File: src/hdl/ffca_pkg.sv
// Shared types, codes and constants of the first-fit coalescing allocator.
package ffca_pkg;

    localparam int ADDR_W     = 32;
    localparam int LEN_W      = 32;
    localparam int ADJ_W      = 13;
    localparam int ALU_W      = 33;
    localparam int OP_W       = 2;
    localparam int LG_W       = 4;
    localparam int STAT_W     = 2;
    localparam int LIVE_OUT_W = 5;
    localparam int CFG_IDX_W  = 1;
    localparam int ALIGN_MAX  = 12;

    localparam int DEF_FREE_SLOTS   = 16;
    localparam int DEF_RECORD_SLOTS = 16;
    localparam int DEF_HEADER_BYTES = 8;

    localparam logic [CFG_IDX_W-1:0] CFG_POOL_BASE = 1'b0;
    localparam logic [CFG_IDX_W-1:0] CFG_POOL_SIZE = 1'b1;

    localparam logic [ADDR_W-1:0] POOL_BASE_RST = 32'd0;
    localparam logic [LEN_W-1:0]  POOL_SIZE_RST = 32'd65536;

    typedef enum logic [OP_W-1:0] {
        OP_ALLOC = 2'd0,
        OP_FREE  = 2'd1,
        OP_INIT  = 2'd2,
        OP_NOP   = 2'd3
    } t_op;

    typedef enum logic [STAT_W-1:0] {
        STAT_OK      = 2'd0,
        STAT_NOFIT   = 2'd1,
        STAT_UNKNOWN = 2'd2,
        STAT_FULL    = 2'd3
    } t_status;

    typedef enum logic {
        ALU_ADD = 1'b0,
        ALU_SUB = 1'b1
    } t_alu_op;

    typedef enum logic [4:0] {
        S_BOOT, S_IDLE,
        S_A_CHK, S_A_REC, S_A_RD, S_A_ADJ, S_A_TOT, S_A_CMP, S_A_REM, S_A_GRANT, S_A_USED,
        S_SH_RD, S_SH_WR,
        S_F_RREQ, S_F_RCHK, S_F_BST, S_F_BEND, S_F_PRD, S_F_PCHK, S_F_LO, S_F_MRG, S_F_M2,
        S_I_RD, S_I_WR, S_F_FIN,
        S_INIT, S_DONE
    } t_state;

    typedef struct packed {
        t_op               op;
        logic [LEN_W-1:0]  size;
        logic [LG_W-1:0]   lg;
        logic [ADDR_W-1:0] addr;
    } t_req;

    typedef struct packed {
        logic [ADDR_W-1:0]     granted;
        t_status               status;
        logic [LEN_W-1:0]      used;
        logic [LIVE_OUT_W-1:0] live;
    } t_rsp;

endpackage

File: src/hdl/first_fit_coalescing_allocator.sv
// Top level of the first-fit coalescing allocator: config registers and result register.
// Usage:
//   Requests enter on the input channel (i_in_valid / o_in_stall) with an opcode:
//   allocate (request_size, align_log2), free (address) or init (whole pool free).
//   Each request gives exactly one result item on the output channel
//   (o_out_valid / i_out_stall): granted address, status, used bytes, live count.
//   One item is processed at a time; o_in_stall stays high while it runs.
//   The sequencer walks the tables through one shared ALU:
//     allocate: scans records up to slot R and F free entries, shifting entries on a whole take
//     free: scans records up to slot R and F free entries, shifting entries on merge or insert
//     init or unused opcode: no table walk
//   where R is the record slot reached and F the free entries visited.
//   Pool base and size are written through i_cfg_we/i_cfg_idx/i_cfg_data and take
//   effect at the next init. Reset loads the reset pool (base 0, 65536 bytes) in the
//   boot state and clears all records. The result waits in an output register while the
//   receiver stalls; the next request is taken meanwhile, and its result waits
//   until the register frees.
module first_fit_coalescing_allocator #(
    parameter int FREE_SLOTS   = ffca_pkg::DEF_FREE_SLOTS,
    parameter int RECORD_SLOTS = ffca_pkg::DEF_RECORD_SLOTS,
    parameter int HEADER_BYTES = ffca_pkg::DEF_HEADER_BYTES
) (
    input  logic                            i_clk,
    input  logic                            i_rst_n,
    input  logic                            i_cfg_we,
    input  logic [ffca_pkg::CFG_IDX_W-1:0]  i_cfg_idx,
    input  logic [ffca_pkg::LEN_W-1:0]      i_cfg_data,
    input  logic                            i_in_valid,
    output logic                            o_in_stall,
    input  logic [ffca_pkg::OP_W-1:0]       i_opcode,
    input  logic [ffca_pkg::LEN_W-1:0]      i_request_size,
    input  logic [ffca_pkg::LG_W-1:0]       i_align_log2,
    input  logic [ffca_pkg::ADDR_W-1:0]     i_address,
    output logic                            o_out_valid,
    input  logic                            i_out_stall,
    output logic [ffca_pkg::ADDR_W-1:0]     o_granted_address,
    output logic [ffca_pkg::STAT_W-1:0]     o_status,
    output logic [ffca_pkg::LEN_W-1:0]      o_used_bytes,
    output logic [ffca_pkg::LIVE_OUT_W-1:0] o_live_allocations
);
    import ffca_pkg::*;

    logic [ADDR_W-1:0] r_pool_base;
    logic [LEN_W-1:0]  r_pool_size;
    logic              r_out_valid;
    t_rsp              r_out;
    t_req              req;
    t_rsp              rsp;
    logic              core_idle, core_done, load;

    assign req.op   = t_op'(i_opcode);
    assign req.size = i_request_size;
    assign req.lg   = i_align_log2;
    assign req.addr = i_address;

    assign load = core_done && (!r_out_valid || !i_out_stall);

    ffca_seq #(
        .FREE_SLOTS   (FREE_SLOTS),
        .RECORD_SLOTS (RECORD_SLOTS),
        .HEADER_BYTES (HEADER_BYTES)
    ) u_seq (
        .i_clk       (i_clk),
        .i_rst_n     (i_rst_n),
        .i_pool_base (r_pool_base),
        .i_pool_size (r_pool_size),
        .i_start     (i_in_valid && core_idle),
        .i_req       (req),
        .o_idle      (core_idle),
        .o_done      (core_done),
        .i_ack       (load),
        .o_rsp       (rsp)
    );

    always_ff @(posedge i_clk) begin
        if (!i_rst_n) begin
            r_pool_base <= POOL_BASE_RST;
            r_pool_size <= POOL_SIZE_RST;
        end else if (i_cfg_we) begin
            case (i_cfg_idx)
                CFG_POOL_BASE: r_pool_base <= i_cfg_data;
                CFG_POOL_SIZE: r_pool_size <= i_cfg_data;
                default: begin
                end
            endcase
        end
    end

    always_ff @(posedge i_clk) begin
        if (!i_rst_n) begin
            r_out_valid <= 1'b0;
        end else if (load) begin
            r_out_valid <= 1'b1;
        end else if (!i_out_stall) begin
            r_out_valid <= 1'b0;
        end
    end

    always_ff @(posedge i_clk) begin
        if (load) r_out <= rsp;
    end

    assign o_in_stall         = !core_idle;
    assign o_out_valid        = r_out_valid;
    assign o_granted_address  = r_out.granted;
    assign o_status           = r_out.status;
    assign o_used_bytes       = r_out.used;
    assign o_live_allocations = r_out.live;

endmodule

File: src/hdl/ffca_alu.sv
// Shared adder/subtractor used for the sequencer's address sums, length sums and free-table compares.
module ffca_alu (
    input  logic [ffca_pkg::ALU_W-1:0] i_a,
    input  logic [ffca_pkg::ALU_W-1:0] i_b,
    input  ffca_pkg::t_alu_op          i_op,
    output logic [ffca_pkg::ALU_W:0]   o_res
);
    import ffca_pkg::*;

    // top bit is carry on add, borrow on subtract
    always_comb begin
        case (i_op)
            ALU_ADD: o_res = {1'b0, i_a} + {1'b0, i_b};
            ALU_SUB: o_res = {1'b0, i_a} - {1'b0, i_b};
            default: o_res = '0;
        endcase
    end

endmodule

File: src/hdl/ffca_seq.sv
// Sequencer with the free table, record table and shared ALU of the allocator.
module ffca_seq #(
    parameter int FREE_SLOTS   = ffca_pkg::DEF_FREE_SLOTS,
    parameter int RECORD_SLOTS = ffca_pkg::DEF_RECORD_SLOTS,
    parameter int HEADER_BYTES = ffca_pkg::DEF_HEADER_BYTES
) (
    input  logic                        i_clk,
    input  logic                        i_rst_n,
    input  logic [ffca_pkg::ADDR_W-1:0] i_pool_base,
    input  logic [ffca_pkg::LEN_W-1:0]  i_pool_size,
    input  logic                        i_start,
    input  ffca_pkg::t_req              i_req,
    output logic                        o_idle,
    output logic                        o_done,
    input  logic                        i_ack,
    output ffca_pkg::t_rsp              o_rsp
);
    import ffca_pkg::*;

    localparam int CNT_W  = $clog2(FREE_SLOTS + 1);
    localparam int FI_W   = $clog2(FREE_SLOTS);
    localparam int RCNT_W = $clog2(RECORD_SLOTS + 1);
    localparam int RI_W   = (RECORD_SLOTS > 1) ? $clog2(RECORD_SLOTS) : 1;

    localparam logic [CNT_W-1:0]  FREE_FULL = CNT_W'(FREE_SLOTS);
    localparam logic [RCNT_W-1:0] REC_END   = RCNT_W'(RECORD_SLOTS);
    localparam logic [LEN_W-1:0]  HDR_LEN   = LEN_W'(HEADER_BYTES);
    localparam logic [ADJ_W:0]    HDR_ADJ   = (ADJ_W+1)'(HEADER_BYTES);

    // forward adjustment that aligns a and leaves room for the header
    function automatic logic [ADJ_W-1:0] f_hadj(input logic [ADDR_W-1:0] a,
                                                 input logic [LG_W-1:0] lg);
        logic [ADJ_W:0] al, msk, adj0, need, rnd, sum;
        al   = (ADJ_W+1)'(1) << lg;
        msk  = al - (ADJ_W+1)'(1);
        adj0 = ((ADJ_W+1)'(0) - {1'b0, a[ADJ_W-1:0]}) & msk;
        if (adj0 < HDR_ADJ) begin
            need = HDR_ADJ - adj0;
            rnd  = (need + msk) & ~msk;
            sum  = adj0 + rnd;
        end else begin
            sum  = adj0;
        end
        return sum[ADJ_W-1:0];
    endfunction

    t_state r_state, n_state, r_ret, n_ret;
    logic [LEN_W-1:0]  r_size, n_size;
    logic [LG_W-1:0]   r_lg, n_lg;
    logic [ADDR_W-1:0] r_addr, n_addr;
    logic [RCNT_W-1:0] r_ri, n_ri;
    logic [RI_W-1:0]   r_slot, n_slot;
    logic [CNT_W-1:0]  r_fi, n_fi, r_p, n_p, r_k, n_k, r_free_count, n_free_count;
    logic [ADDR_W-1:0] r_start, n_start, r_bstart, n_bstart, r_bend, n_bend;
    logic [ADDR_W-1:0] r_nstart, n_nstart, r_prev_s, n_prev_s, r_granted, n_granted;
    logic [LEN_W-1:0]  r_len, n_len, r_rem, n_rem, r_bsize, n_bsize, r_nlen, n_nlen;
    logic [LEN_W-1:0]  r_prev_l, n_prev_l, r_tmp, n_tmp, r_used, n_used;
    logic [ALU_W-1:0]  r_total, n_total;
    logic [ADJ_W-1:0]  r_adj, n_adj;
    logic              r_lo, n_lo, r_hi, n_hi;
    t_status           r_status, n_status;
    logic [RCNT_W-1:0] r_live, n_live;
    logic [RECORD_SLOTS-1:0] r_rec_valid, n_rec_valid;

    // table storage
    logic [ADDR_W-1:0] m_fs [FREE_SLOTS];
    logic [LEN_W-1:0]  m_fl [FREE_SLOTS];
    logic [ADDR_W-1:0] m_ra [RECORD_SLOTS];
    logic [LEN_W-1:0]  m_rl [RECORD_SLOTS];
    logic [ADJ_W-1:0]  m_radj [RECORD_SLOTS];
    logic [ADDR_W-1:0] r_fs_rd, r_ra_rd;
    logic [LEN_W-1:0]  r_fl_rd, r_rl_rd;
    logic [ADJ_W-1:0]  r_radj_rd;

    logic              fr_re, fr_we, rc_re, rc_we;
    logic [FI_W-1:0]   fr_raddr, fr_waddr;
    logic [ADDR_W-1:0] fr_wstart;
    logic [LEN_W-1:0]  fr_wlen;
    logic [RI_W-1:0]   rc_raddr;

    logic [ALU_W-1:0]  alu_a, alu_b;
    t_alu_op           alu_op;
    logic [ALU_W:0]    alu_res;
    logic              borrow;

    logic [CNT_W-1:0]  k_inc, k_dec, p_dec;
    logic              rec_here;

    assign k_inc    = r_k + CNT_W'(1);
    assign k_dec    = r_k - CNT_W'(1);
    assign p_dec    = r_p - CNT_W'(1);
    assign borrow   = alu_res[ALU_W];
    assign rec_here = r_rec_valid[r_ri[RI_W-1:0]];

    ffca_alu u_alu (
        .i_a   (alu_a),
        .i_b   (alu_b),
        .i_op  (alu_op),
        .o_res (alu_res)
    );

    // next state
    always_comb begin
        n_state = r_state;
        case (r_state)
            S_BOOT:    n_state = S_IDLE;
            S_IDLE: begin
                if (i_start) begin
                    case (i_req.op)
                        OP_ALLOC: n_state = S_A_CHK;
                        OP_FREE:  n_state = S_F_RREQ;
                        OP_INIT:  n_state = S_INIT;
                        default:  n_state = S_DONE;
                    endcase
                end
            end
            S_A_CHK:   n_state = (r_size == '0) ? S_DONE : S_A_REC;
            S_A_REC: begin
                if (r_ri == REC_END) n_state = S_DONE;
                else if (!rec_here)  n_state = S_A_RD;
            end
            S_A_RD:    n_state = (r_fi == r_free_count) ? S_DONE : S_A_ADJ;
            S_A_ADJ:   n_state = S_A_TOT;
            S_A_TOT:   n_state = S_A_CMP;
            S_A_CMP:   n_state = borrow ? S_A_RD : S_A_REM;
            S_A_REM:   n_state = (r_rem <= HDR_LEN) ? S_SH_RD : S_A_GRANT;
            S_A_GRANT: n_state = S_A_USED;
            S_A_USED:  n_state = S_DONE;
            S_SH_RD:   n_state = (k_inc >= r_free_count) ? r_ret : S_SH_WR;
            S_SH_WR:   n_state = S_SH_RD;
            S_F_RREQ: begin
                if (r_ri == REC_END) n_state = S_DONE;
                else if (rec_here)   n_state = S_F_RCHK;
            end
            S_F_RCHK:  n_state = (r_ra_rd == r_addr) ? S_F_BST : S_F_RREQ;
            S_F_BST:   n_state = S_F_BEND;
            S_F_BEND:  n_state = S_F_PRD;
            S_F_PRD:   n_state = (r_p == r_free_count) ? S_F_LO : S_F_PCHK;
            S_F_PCHK:  n_state = borrow ? S_F_PRD : S_F_LO;
            S_F_LO:    n_state = S_F_MRG;
            S_F_MRG: begin
                if (r_lo && r_hi)               n_state = S_F_M2;
                else if (r_lo || r_hi)          n_state = S_F_FIN;
                else if (r_free_count == FREE_FULL) n_state = S_DONE;
                else                            n_state = S_I_RD;
            end
            S_F_M2:    n_state = S_SH_RD;
            S_I_RD:    n_state = (r_k == r_p) ? S_F_FIN : S_I_WR;
            S_I_WR:    n_state = S_I_RD;
            S_F_FIN:   n_state = S_DONE;
            S_INIT:    n_state = S_DONE;
            S_DONE:    n_state = i_ack ? S_IDLE : S_DONE;
            default:   n_state = S_IDLE;
        endcase
    end

    // datapath, ALU operands and table ports
    always_comb begin
        n_ret = r_ret;   n_size = r_size;   n_lg = r_lg;
        n_addr = r_addr; n_ri = r_ri;     n_slot = r_slot;   n_fi = r_fi;
        n_p = r_p;       n_k = r_k;       n_free_count = r_free_count;
        n_start = r_start;   n_bstart = r_bstart; n_bend = r_bend;
        n_nstart = r_nstart; n_prev_s = r_prev_s; n_granted = r_granted;
        n_len = r_len;   n_rem = r_rem;   n_bsize = r_bsize; n_nlen = r_nlen;
        n_prev_l = r_prev_l; n_tmp = r_tmp; n_used = r_used; n_total = r_total;
        n_adj = r_adj;   n_lo = r_lo;     n_hi = r_hi;       n_status = r_status;
        n_live = r_live; n_rec_valid = r_rec_valid;
        fr_re = 1'b0;    fr_raddr = '0;   fr_we = 1'b0;      fr_waddr = '0;
        fr_wstart = '0;  fr_wlen = '0;    rc_re = 1'b0;      rc_raddr = '0;
        rc_we = 1'b0;
        alu_a = '0;      alu_b = '0;      alu_op = ALU_ADD;

        case (r_state)
            S_BOOT, S_INIT: begin
                fr_we        = 1'b1;
                fr_wstart    = i_pool_base;
                fr_wlen      = i_pool_size;
                n_free_count = CNT_W'(1);
                n_used       = '0;
                n_live       = '0;
                n_rec_valid  = '0;
                n_granted    = '0;
                n_status     = STAT_OK;
            end
            S_IDLE: begin
                if (i_start) begin
                    n_size    = i_req.size;
                    n_lg      = (i_req.lg > LG_W'(ALIGN_MAX)) ? LG_W'(ALIGN_MAX) : i_req.lg;
                    n_addr    = i_req.addr;
                    n_ri      = '0;
                    n_granted = '0;
                    n_status  = STAT_OK;
                end
            end
            S_A_CHK: begin
                if (r_size == '0) n_status = STAT_NOFIT;
            end
            S_A_REC: begin
                if (r_ri == REC_END) begin
                    n_status = STAT_FULL;
                end else if (!rec_here) begin
                    n_slot = r_ri[RI_W-1:0];
                    n_fi   = '0;
                end else begin
                    n_ri = r_ri + RCNT_W'(1);
                end
            end
            S_A_RD: begin
                if (r_fi == r_free_count) begin
                    n_status = STAT_NOFIT;
                end else begin
                    fr_re    = 1'b1;
                    fr_raddr = r_fi[FI_W-1:0];
                end
            end
            S_A_ADJ: begin
                n_start = r_fs_rd;
                n_len   = r_fl_rd;
                n_adj   = f_hadj(r_fs_rd, r_lg);
            end
            S_A_TOT: begin
                alu_a   = ALU_W'(r_size);
                alu_b   = ALU_W'(r_adj);
                n_total = alu_res[ALU_W-1:0];
            end
            S_A_CMP: begin
                alu_a  = ALU_W'(r_len);
                alu_b  = r_total;
                alu_op = ALU_SUB;
                if (borrow) n_fi  = r_fi + CNT_W'(1);
                else        n_rem = alu_res[LEN_W-1:0];
            end
            S_A_REM: begin
                if (r_rem <= HDR_LEN) begin
                    // remainder too small to keep: take the whole block
                    n_total = ALU_W'(r_len);
                    n_k     = r_fi;
                    n_ret   = S_A_GRANT;
                end else begin
                    alu_a     = ALU_W'(r_start);
                    alu_b     = r_total;
                    fr_we     = 1'b1;
                    fr_waddr  = r_fi[FI_W-1:0];
                    fr_wstart = alu_res[ADDR_W-1:0];
                    fr_wlen   = r_rem;
                end
            end
            S_A_GRANT: begin
                alu_a               = ALU_W'(r_start);
                alu_b               = ALU_W'(r_adj);
                n_granted           = alu_res[ADDR_W-1:0];
                rc_we               = 1'b1;
                n_rec_valid[r_slot] = 1'b1;
            end
            S_A_USED: begin
                alu_a  = ALU_W'(r_used);
                alu_b  = r_total;
                n_used = alu_res[LEN_W-1:0];
                n_live = r_live + RCNT_W'(1);
            end
            S_SH_RD: begin
                if (k_inc >= r_free_count) begin
                    n_free_count = r_free_count - CNT_W'(1);
                end else begin
                    fr_re    = 1'b1;
                    fr_raddr = k_inc[FI_W-1:0];
                end
            end
            S_SH_WR: begin
                fr_we     = 1'b1;
                fr_waddr  = r_k[FI_W-1:0];
                fr_wstart = r_fs_rd;
                fr_wlen   = r_fl_rd;
                n_k       = k_inc;
            end
            S_F_RREQ: begin
                if (r_ri == REC_END) begin
                    n_status = STAT_UNKNOWN;
                end else if (!rec_here) begin
                    n_ri = r_ri + RCNT_W'(1);
                end else begin
                    rc_re    = 1'b1;
                    rc_raddr = r_ri[RI_W-1:0];
                end
            end
            S_F_RCHK: begin
                if (r_ra_rd == r_addr) begin
                    n_slot  = r_ri[RI_W-1:0];
                    n_bsize = r_rl_rd;
                    n_adj   = r_radj_rd;
                end else begin
                    n_ri = r_ri + RCNT_W'(1);
                end
            end
            S_F_BST: begin
                alu_a    = ALU_W'(r_addr);
                alu_b    = ALU_W'(r_adj);
                alu_op   = ALU_SUB;
                n_bstart = alu_res[ADDR_W-1:0];
            end
            S_F_BEND: begin
                alu_a  = ALU_W'(r_bstart);
                alu_b  = ALU_W'(r_bsize);
                n_bend = alu_res[ADDR_W-1:0];
                n_p    = '0;
            end
            S_F_PRD: begin
                if (r_p != r_free_count) begin
                    fr_re    = 1'b1;
                    fr_raddr = r_p[FI_W-1:0];
                end
            end
            S_F_PCHK: begin
                // first free block at or above the end of the freed block
                alu_a  = ALU_W'(r_fs_rd);
                alu_b  = ALU_W'(r_bend);
                alu_op = ALU_SUB;
                if (!borrow) begin
                    n_nstart = r_fs_rd;
                    n_nlen   = r_fl_rd;
                end else begin
                    n_prev_s = r_fs_rd;
                    n_prev_l = r_fl_rd;
                    n_p      = r_p + CNT_W'(1);
                end
            end
            S_F_LO: begin
                alu_a = ALU_W'(r_prev_s);
                alu_b = ALU_W'(r_prev_l);
                n_lo  = (r_p != '0) && (alu_res[ADDR_W-1:0] == r_bstart);
                n_hi  = (r_p != r_free_count) && (r_nstart == r_bend);
            end
            S_F_MRG: begin
                if (r_lo) begin
                    alu_a = ALU_W'(r_prev_l);
                    alu_b = ALU_W'(r_bsize);
                    n_tmp = alu_res[LEN_W-1:0];
                    if (!r_hi) begin
                        fr_we     = 1'b1;
                        fr_waddr  = p_dec[FI_W-1:0];
                        fr_wstart = r_prev_s;
                        fr_wlen   = alu_res[LEN_W-1:0];
                    end
                end else if (r_hi) begin
                    alu_a     = ALU_W'(r_nlen);
                    alu_b     = ALU_W'(r_bsize);
                    fr_we     = 1'b1;
                    fr_waddr  = r_p[FI_W-1:0];
                    fr_wstart = r_bstart;
                    fr_wlen   = alu_res[LEN_W-1:0];
                end else if (r_free_count == FREE_FULL) begin
                    n_status = STAT_FULL;
                end else begin
                    n_k = r_free_count;
                end
            end
            S_F_M2: begin
                alu_a     = ALU_W'(r_tmp);
                alu_b     = ALU_W'(r_nlen);
                fr_we     = 1'b1;
                fr_waddr  = p_dec[FI_W-1:0];
                fr_wstart = r_prev_s;
                fr_wlen   = alu_res[LEN_W-1:0];
                n_k       = r_p;
                n_ret     = S_F_FIN;
            end
            S_I_RD: begin
                if (r_k == r_p) begin
                    fr_we        = 1'b1;
                    fr_waddr     = r_p[FI_W-1:0];
                    fr_wstart    = r_bstart;
                    fr_wlen      = r_bsize;
                    n_free_count = r_free_count + CNT_W'(1);
                end else begin
                    fr_re    = 1'b1;
                    fr_raddr = k_dec[FI_W-1:0];
                end
            end
            S_I_WR: begin
                fr_we     = 1'b1;
                fr_waddr  = r_k[FI_W-1:0];
                fr_wstart = r_fs_rd;
                fr_wlen   = r_fl_rd;
                n_k       = k_dec;
            end
            S_F_FIN: begin
                alu_a               = ALU_W'(r_used);
                alu_b               = ALU_W'(r_bsize);
                alu_op              = ALU_SUB;
                n_used              = alu_res[LEN_W-1:0];
                n_rec_valid[r_slot] = 1'b0;
                if (r_live != '0) n_live = r_live - RCNT_W'(1);
            end
            default: begin
            end
        endcase
    end

    always_ff @(posedge i_clk) begin
        if (!i_rst_n) begin
            r_state      <= S_BOOT;
            r_ret        <= S_IDLE;
            r_free_count <= '0;
            r_used       <= '0;
            r_live       <= '0;
            r_rec_valid  <= '0;
            r_status     <= STAT_OK;
            r_granted    <= '0;
        end else begin
            r_state      <= n_state;
            r_ret        <= n_ret;
            r_free_count <= n_free_count;
            r_used       <= n_used;
            r_live       <= n_live;
            r_rec_valid  <= n_rec_valid;
            r_status     <= n_status;
            r_granted    <= n_granted;
        end
    end

    always_ff @(posedge i_clk) begin
        r_size <= n_size;   r_lg <= n_lg;     r_addr <= n_addr;
        r_ri <= n_ri;     r_slot <= n_slot;   r_fi <= n_fi;     r_p <= n_p;
        r_k <= n_k;       r_start <= n_start; r_bstart <= n_bstart;
        r_bend <= n_bend; r_nstart <= n_nstart; r_prev_s <= n_prev_s;
        r_len <= n_len;   r_rem <= n_rem;     r_bsize <= n_bsize; r_nlen <= n_nlen;
        r_prev_l <= n_prev_l; r_tmp <= n_tmp; r_total <= n_total; r_adj <= n_adj;
        r_lo <= n_lo;     r_hi <= n_hi;
    end

    always_ff @(posedge i_clk) begin
        if (fr_we) begin
            m_fs[fr_waddr] <= fr_wstart;
            m_fl[fr_waddr] <= fr_wlen;
        end
        if (fr_re) begin
            r_fs_rd <= m_fs[fr_raddr];
            r_fl_rd <= m_fl[fr_raddr];
        end
    end

    always_ff @(posedge i_clk) begin
        if (rc_we) begin
            m_ra[r_slot]   <= n_granted;
            m_rl[r_slot]   <= r_total[LEN_W-1:0];
            m_radj[r_slot] <= r_adj;
        end
        if (rc_re) begin
            r_ra_rd   <= m_ra[rc_raddr];
            r_rl_rd   <= m_rl[rc_raddr];
            r_radj_rd <= m_radj[rc_raddr];
        end
    end

    assign o_idle         = (r_state == S_IDLE);
    assign o_done         = (r_state == S_DONE);
    assign o_rsp.granted  = r_granted;
    assign o_rsp.status   = r_status;
    assign o_rsp.used     = r_used;
    assign o_rsp.live     = LIVE_OUT_W'(r_live);

    a_free_count_bound: assert property (@(posedge i_clk) disable iff (!i_rst_n)
        r_free_count <= FREE_FULL)
        else $error("free table count beyond capacity");

    a_live_matches_valid: assert property (@(posedge i_clk) disable iff (!i_rst_n)
        (r_state == S_IDLE) |-> ($countones(r_rec_valid) == r_live))
        else $error("live count disagrees with record valid bits");

    a_no_grant_on_error: assert property (@(posedge i_clk) disable iff (!i_rst_n)
        (r_state == S_DONE && r_status != STAT_OK) |-> (r_granted == '0))
        else $error("address granted on a failed request");

endmodule

File: config.mk
export PLATFORM = sky130hd
export DESIGN_NAME = first_fit_coalescing_allocator
export DESIGN_NICKNAME = d
export VERILOG_FILES = /design/src/hdl/ffca_pkg.sv /design/src/hdl/first_fit_coalescing_allocator.sv /design/src/hdl/ffca_alu.sv /design/src/hdl/ffca_seq.sv
export SDC_FILE = /design/constraint.sdc
export NUM_CORES = 2
export LEC_CHECK = 0
export ABC_CLOCK_PERIOD_IN_PS = 16050
export BUFFER_PORTS_ARGS = -buffer_cell sky130_fd_sc_hd__buf_2
export CAP_MARGIN = 10
export CORE_MARGIN = 2
export CORE_UTILIZATION = 68
export DETAILED_ROUTE_END_ITERATION = 6
export MAX_ROUTING_LAYER = met4
export PLACE_DENSITY_LB_ADDON = 0.2
export SLEW_MARGIN = 10
export SYNTH_ARGS = -nofsm -noshare
export SYNTH_HDL_FRONTEND = slang
export SYNTH_HIERARCHICAL = 1
export SYNTH_SLANG_ARGS = --single-unit
File: constraint.sdc
create_clock -name i_clk -period 16.05 [get_ports i_clk]
set_clock_uncertainty 0.1 [all_clocks]
set_input_delay 0 -clock i_clk [delete_from_list [all_inputs] [get_ports i_clk]]
set_output_delay 0 -clock i_clk [all_outputs]
set_load 0.005 [all_outputs]
Yosys cells after proc, flatten, opt, wreduce, memory -nomap -nowiden
Memories as Yosys holds them, arrays and structs flattened. A register that Yosys moved wholly into a read port is not among the register bits.
Cells that the tools add are included.
{"block": "word_totals", "regBits": 730, "ramBits": 2256, "n_memories": 5}
{"name": "u_seq.m_fl", "words": 16, "word_bits": 32, "rd": 1, "rd_ports_with_merged_regs": 1, "wr": 1, "line_no": "ffca_seq.sv:67", "rtl": "logic [LEN_W-1:0] m_fl [FREE_SLOTS];"}
{"name": "u_seq.m_fs", "words": 16, "word_bits": 32, "rd": 1, "rd_ports_with_merged_regs": 1, "wr": 1, "line_no": "ffca_seq.sv:66", "rtl": "logic [ADDR_W-1:0] m_fs [FREE_SLOTS];"}
{"name": "u_seq.m_ra", "words": 16, "word_bits": 32, "rd": 1, "rd_ports_with_merged_regs": 1, "wr": 1, "line_no": "ffca_seq.sv:68", "rtl": "logic [ADDR_W-1:0] m_ra [RECORD_SLOTS];"}
{"name": "u_seq.m_rl", "words": 16, "word_bits": 32, "rd": 1, "rd_ports_with_merged_regs": 1, "wr": 1, "line_no": "ffca_seq.sv:69", "rtl": "logic [LEN_W-1:0] m_rl [RECORD_SLOTS];"}
{"name": "u_seq.m_radj", "words": 16, "word_bits": 13, "rd": 1, "rd_ports_with_merged_regs": 1, "wr": 1, "line_no": "ffca_seq.sv:70", "rtl": "logic [ADJ_W-1:0] m_radj [RECORD_SLOTS];"}
{"block": "classes", "add_sub_neg": 17, "order_cmp": 7, "n_eq_ne": 62, "shift": 1, "muxes": 128, "bitwise": 9, "n_reduce_logical": 59}
{"cell": "$mux 32", "count": 14}
{"cell": "$pmux 32 s6", "count": 2}
{"cell": "$pmux 33 s11", "count": 1}
{"cell": "$pmux 33 s8", "count": 1}
{"cell": "$mux 5", "count": 29}
{"cell": "$mux 33", "count": 4}
{"cell": "$pmux 5 s23", "count": 1}
{"cell": "$eq 32x32->1", "count": 3}
{"cell": "$pmux 32 s3", "count": 1}
{"cell": "$mux 4", "count": 18}
{"cell": "$pmux 34 s2", "count": 1}
{"cell": "$pmux 33 s2", "count": 1}
{"cell": "$eq 5x5->1 const B", "count": 13}
{"cell": "$pmux 32 s2", "count": 1}
{"cell": "$pmux 16 s3", "count": 1}
{"cell": "$pmux 5 s3", "count": 3}
{"cell": "$eq 5x4->1 const B", "count": 8}
{"cell": "$add 33x33->34", "count": 1}
{"cell": "$sub 33x33->34", "count": 1}
{"cell": "$le 32x4->1 const B", "count": 1}
{"cell": "$logic_not 32->1", "count": 1}
{"cell": "$add 5x1->5 const B", "count": 6}
{"cell": "$ne 2x1->1 const B", "count": 15}
{"cell": "$pmux 5 s2", "count": 3}
{"cell": "62 further kinds", "count": 153}

Logic depth before layout (Yosys ltp)
{"block": "depth", "word_depth": 9, "mapped_depth": 31, "mapped_depth_nobuf": 26}

Cells and area by module
Netlist, hierarchy kept.
{"mod": "ffca_seq", "n_inst": 1, "cells_per_inst": 7946, "area_each_um2": 121074.9, "seq_area_each_um2": 88755.1}
{"mod": "first_fit_coalescing_allocator", "n_inst": 1, "cells_per_inst": 323, "area_each_um2": 4665.7, "seq_area_each_um2": 3433.3}
{"mod": "ffca_alu", "n_inst": 1, "cells_per_inst": 367, "area_each_um2": 2443.6, "seq_area_each_um2": 0.0}

Worst setup path after synthesis
Ideal clock, no wire load.
{"block": "synth_path", "path_type": "flip-flop to flip-flop", "start": "register u_seq.r_rem[26]", "end": "register u_seq.r_state[1]", "setup_time_ps": 65, "arrival_ps": 8297, "setup_slack_ps": 7587, "stages_incl_launch_ff": 28, "n_path_buf": 1, "cell_sequence": "edfxtp_1 > nor4_1 > nand3_1 > or3_1 > o211ai_1 > a21oi_1 > clkbuf_1 > a221o_1 > or4_4 > nor4_4 > nand2b_2 > or4_4 > nor3b_4 > a21oi_1 > xnor2_1 > ha_1 > nand2_1 > o21ai_0 > nand3_1 > a21oi_1 > nor2_1 > o31ai_1 > xnor2_1 > nor2_1 > a2111oi_0 > or4b_2 > a21oi_1 > nor2_1"}
{"block": "synth_via", "elab_chain_cells": 7, "elab_cells_between_ends": 11, "cone_classes": "add/sub: 2; order compare: 1; mux: 8"}
{"element": "start, declared", "line_no": "ffca_seq.sv:56", "rtl": "logic [LEN_W-1:0] r_len, n_len, r_rem, n_rem, r_bsize, n_bsize, r_nlen, n_nlen;"}
{"element": "start signal, assigned", "line_no": "ffca_seq.sv:426", "rtl": "r_len <= n_len; r_rem <= n_rem; r_bsize <= n_bsize; r_nlen <= n_nlen;"}
{"element": "$le 32x4->1 *", "line_no": "ffca_seq.sv:234", "rtl": "if (r_rem <= HDR_LEN) begin"}
{"element": "$mux 33 *", "line_no": "ffca_seq.sv:234"}
{"element": "$pmux 33 s8 *", "line_no": "ffca_seq.sv:173", "rtl": "case (r_state)"}
{"element": "named net u_seq.alu_b[15]", "line_no": "ffca_seq.sv:81", "rtl": "logic [ALU_W-1:0] alu_a, alu_b;"}
{"element": "$sub 33x33->34 or $add 33x33->34 (tied branches)", "line_no": "ffca_alu.sv:14, ffca_alu.sv:13"}
{"element": "$pmux 34 s2 *", "line_no": "ffca_alu.sv:12", "rtl": "case (i_op)"}
{"element": "named net u_seq.alu_res[33]", "line_no": "ffca_seq.sv:83", "rtl": "logic [ALU_W:0] alu_res;"}
{"element": "$mux 2 *", "line_no": "ffca_seq.sv:139", "rtl": "S_F_PCHK: n_state = borrow ? S_F_PRD : S_F_LO;"}
{"element": "$pmux 5 s23 *", "line_no": "ffca_seq.sv:105", "rtl": "case (r_state)"}
{"element": "end signal, assigned", "line_no": "ffca_seq.sv:410", "rtl": "r_state <= n_state;"}
{"element": "end, declared", "line_no": "ffca_seq.sv:47", "rtl": "t_state r_state, n_state, r_ret, n_ret;"}
The timed path passes the listed nets; every way through them passes the cells marked *.
A chain may end at the register's enable or synchronous reset.

Worst setup path after layout
{"block": "layout_path", "start": "register u_seq.r_rem[19]", "end": "register u_seq.r_p[2], enable pin"}
{"block": "layout_via", "elab_chain_cells": 7, "elab_cells_between_ends": 10, "cone_classes": "add/sub: 2; order compare: 1; eq/ne: 1; mux: 5; reduce/logical: 1"}
{"element": "$le 32x4->1 *", "line_no": "ffca_seq.sv:234"}
{"element": "$mux 33 *", "line_no": "ffca_seq.sv:234"}
{"element": "$pmux 33 s8 *", "line_no": "ffca_seq.sv:173"}
{"element": "named net u_seq.alu_b[3]", "line_no": "ffca_seq.sv:81"}
{"element": "$sub 33x33->34 or $add 33x33->34 (tied branches)", "line_no": "ffca_alu.sv:14, ffca_alu.sv:13"}
{"element": "$pmux 34 s2 *", "line_no": "ffca_alu.sv:12"}
{"element": "named net u_seq.alu_res[33]", "line_no": "ffca_seq.sv:83"}
{"element": "$ne 2x1->1 (no source line) *"}
{"element": "$reduce_and 2->1 (no source line) *"}
{"element": "end signal, assigned", "line_no": "ffca_seq.sv:423", "rtl": "r_ri <= n_ri; r_slot <= n_slot; r_fi <= n_fi; r_p <= n_p;"}
{"element": "end, declared", "line_no": "ffca_seq.sv:53", "rtl": "logic [CNT_W-1:0] r_fi, n_fi, r_p, n_p, r_k, n_k, r_free_count, n_free_count;"}
Marks and branches as above.

==> out/qor.yml <==
status:
  status: "finished with violations"
  violations: "DRC"
clock_tree:
  clockBufferDepth: 4
  cts_buffers: 317
  cts.sinks: 3125
  cts-root-buf: "clkbuf_16"
  cts_resized: 0
  cts_tree: "done"
  htreeDepth: 5
  clock_latency_ps: 970
  clk_pin_slew_ps: 60
die:
  pin_count: 181
  die_h_um: 438
  die_width_um: 438
  die_area_um2: 192000
  core-area_um2: 188000
  rows: 159
  initial_utilization_pct: 68.3
global_routing:
  grt_pass1_wl_um: 574000
  antenna_found_initial: 26
  first_global_vias: 81900
  grt_util_all_layers_pct: 43.2
  grt_max_degree: 183
  grt-ovfl-total: 0
logic_synthesis:
  yosysUniqueCellTypes: 105
  syn_area_um2: 128000
  netlist.area_leader.share_pct: 69.3
  ys_dominant_reg_cell: "edfxtp_1"
  ys_seq_elements: 3125
  synth-seq-area-share_pct: 71.9
  yosysWarnings: 6
  synthArstFlopShare_pct: 0
  synth-edff-count: 2960
  syn_inst: 8636
  synth_top_area_cell: "edfxtp_1"
  syn_area_per_cell_um2: 14.8
  synth_area_leaders: "edfxtp_1 (69%), mux2i_1 (4.6%), nand2_1 (2.8%)"
sta:
  max_slew_margin_pct: 1.52
  rsz0062_at_grt: "no"
  fin_tns_setup_ps: 0
  fmax_mhz: 114
  tightest_slew_ps: 1480
  maxSlewViolCount: 0
  finalHoldViolations: 0
  period_share_pct: 54.5
  finalSetupViolations: 0
  whs_ps: 39.6
  layout_min_cycle_time_ps: 8750
place:
  place_area_um2: 132000
  dpl.hpwl_um: 234000
  numPortBuffers: 180
  gp_congestion: 1.01
power:
  ir_drop_mv: 0.168
  leakage_nw: 49.8
  powerDensity_nw_per_um2: 144
critical_path:
  end_kind: "register"
  cp_max_fo: 48
  start_kind: "register"
  worstPathRequired_ps: 16560
  cp.arrival_ps: 9260
  critPathKind: "reg2reg"
hold_path:
  min_path_type: "in2reg"
final_layout:
  finalCoreUtilization_pct: 76.7
  fill_cells: 10400
  final_cell_area_um2: 144000
  drive_gt1_share_pct: 10.7
  syn2layout_area_growth_pct: 12.3
  fin_nets: 9129
drt:
  final_antenna_net_count: 0
  drtPass1Iterations: 7
  avgViaCountPerCell: 7.30
  drtIter0Drc: 15500
  dr_total_vias: 85400
  avgRoutedWirePerCell_um: 34.7
  drt_wl_total_um: 406000
  remaining_drc_errors: 51
flow_run:
  drv_cap: 0
## registers in the layout, summed over array words and instances (netlist names), 33 cells and up
| register | cells |
|---|---|
| u_seq/m_fl | 512 |
| u_seq/m_fs | 512 |
| u_seq/m_ra | 512 |
| u_seq/m_radj | 208 |
| u_seq/m_rl | 512 |
| u_seq/r_total | 33 |
## what timing repair did
action | CTS | global route
hold endpoints to repair | 231 | 0
buffers inserted | 0 | 0
hold buffers | 216 | 0
## through the flow
| stage | setup WS [ps] | total power [mW] | std cells |
|---|---|---|---|
| after floorplan | 7590 | 11.7 | 8637 |
| after global placement | 7530 | 13.5 | 10900 |
| after detailed placement | 7600 | 13.5 | 10900 |
| after CTS | 7470 | 20.6 | 11700 |
| after global routing | 6980 | 21.2 | 11700 |
| final | 7300 | 20.8 | 11700 |
## placed cells by master (no fill, tap or decap), drive strengths merged, types with 51 or more instances in the layout
cell and instances:
o221ai 146, a311oi 57, edfxtp 2960, nand2 972
a32o 51, and2 52, and3 411, xor2 99
a21oi 223, clkbuf 407, dfxtp 165, nor2 202
a31oi 54, mux2i 584, ha 82, dlygate4sd3 216
nand3 240, o21ai 182, buf 378, inv 70
a222oi 82, a22oi 144, a221o 52, clkinv 106
a22o 52, xnor2 119, nand4 64, a211oi 416
a221oi 97
## path summary, 6_finish.rpt
| kind | slack, ps | depth (start not counted) | startpoint | to |
|---|---|---|---|---|
| worst min-delay path | 40 | 3 | i_rst_n | u_seq/r_ret[0] |
| worst min register to register | 300 | 0 | u_seq/r_rl_rd[0] | u_seq/r_bsize[0] |
| worst max register to register | 7300 | 23 | u_seq/r_rem[19] | u_seq/r_p[2] |
| worst max-delay path | 7300 | 23 | u_seq/r_rem[19] | u_seq/r_p[2] |
## metal layers
metal / vias to the layer above / global-route usage, % / share of wire (%)
met3: 1518 / 11.4 / 15
met2: 7399 / 62.4 / 44
li1: 34800 / - / -
met5: - / - / 0
met4: 0 / 23.8 / 6.6
met1: 41700 / 56.3 / 34
## cell type report
| type | count | area (um^2) | share of cell area [%] |
|---|---|---|---|
| Antenna cell | 27 | 67.6 | 0.0469 |
| Inverter | 68 | 255 | 0.177 |
| Multi-Input combinational cell | 4829 | 33700 | 23.4 |
| Clock buffer | 407 | 8580 | 5.96 |
| Sequential cell | 3125 | 92200 | 64.0 |
| Clock inverter | 148 | 1380 | 0.959 |
| Timing Repair Buffer | 594 | 4620 | 3.21 |
| Tap cell | 2495 | 3120 | 2.17 |
## critical path: stages, from the launching register on
cell and delay [ps]:
edfxtp_1 410, nor4_1 340, nand3_1 220, or3_1 630, o211ai_1 350, a21oi_4 100, buf_4 250, a221o_1 440
or3_1 430, nor3b_1 640, a31oi_1 220, xnor2_1 170, ha_1 400, a21oi_1 100, o21ai_0 460, o211ai_1 180
a21oi_1 310, a21oi_1 220, o31ai_1 400, xnor2_1 180, buf_4 250, and3_2 600, buf_4 670, or2_2 300
## synth_stat cells (all sizes together) (54+ instances only)
master,number
nand4,64
a211oi,416
edfxtp,2960
ha,82
inv,67
nand2,972
nor2,202
buf,159
o21ai,182
mux2i,584
a22oi,144
a311oi,57
a221oi,97
a222oi,82
xor2,99
o221ai,146
a31oi,54
a21oi,223
dfxtp,165
nand3,240
xnor2,119
clkbuf,455
and3,411
## cell families (layout without fill, tap and decap cells)
| logic type | after synthesis | after routing | share of synthesized area (%) |
|---|---|---|---|
| flops | 3125 | 3125 | 71.9 |
| compound gates | 1777 | 1777 | 10.6 |
| buf+inv | 683 | 1217 | 2.23 |
| xor+xnor | 218 | 218 | 1.49 |
| simple gates | 2141 | 2141 | 8.06 |
| other cells | 2 | 30 | 0.00586 |
| fa+ha+maj | 86 | 86 | 0.863 |
| mux | 604 | 604 | 4.88 |
## power by group
part | switching, mW | leakage (nW) | internal [mW]
Combinational | 2.89 | 16.2 | 1.18
Clock | 3.03 | 4.83 | 4.17
Sequential | 0.128 | 28.8 | 9.39
(Power assumes the default switching activity.)
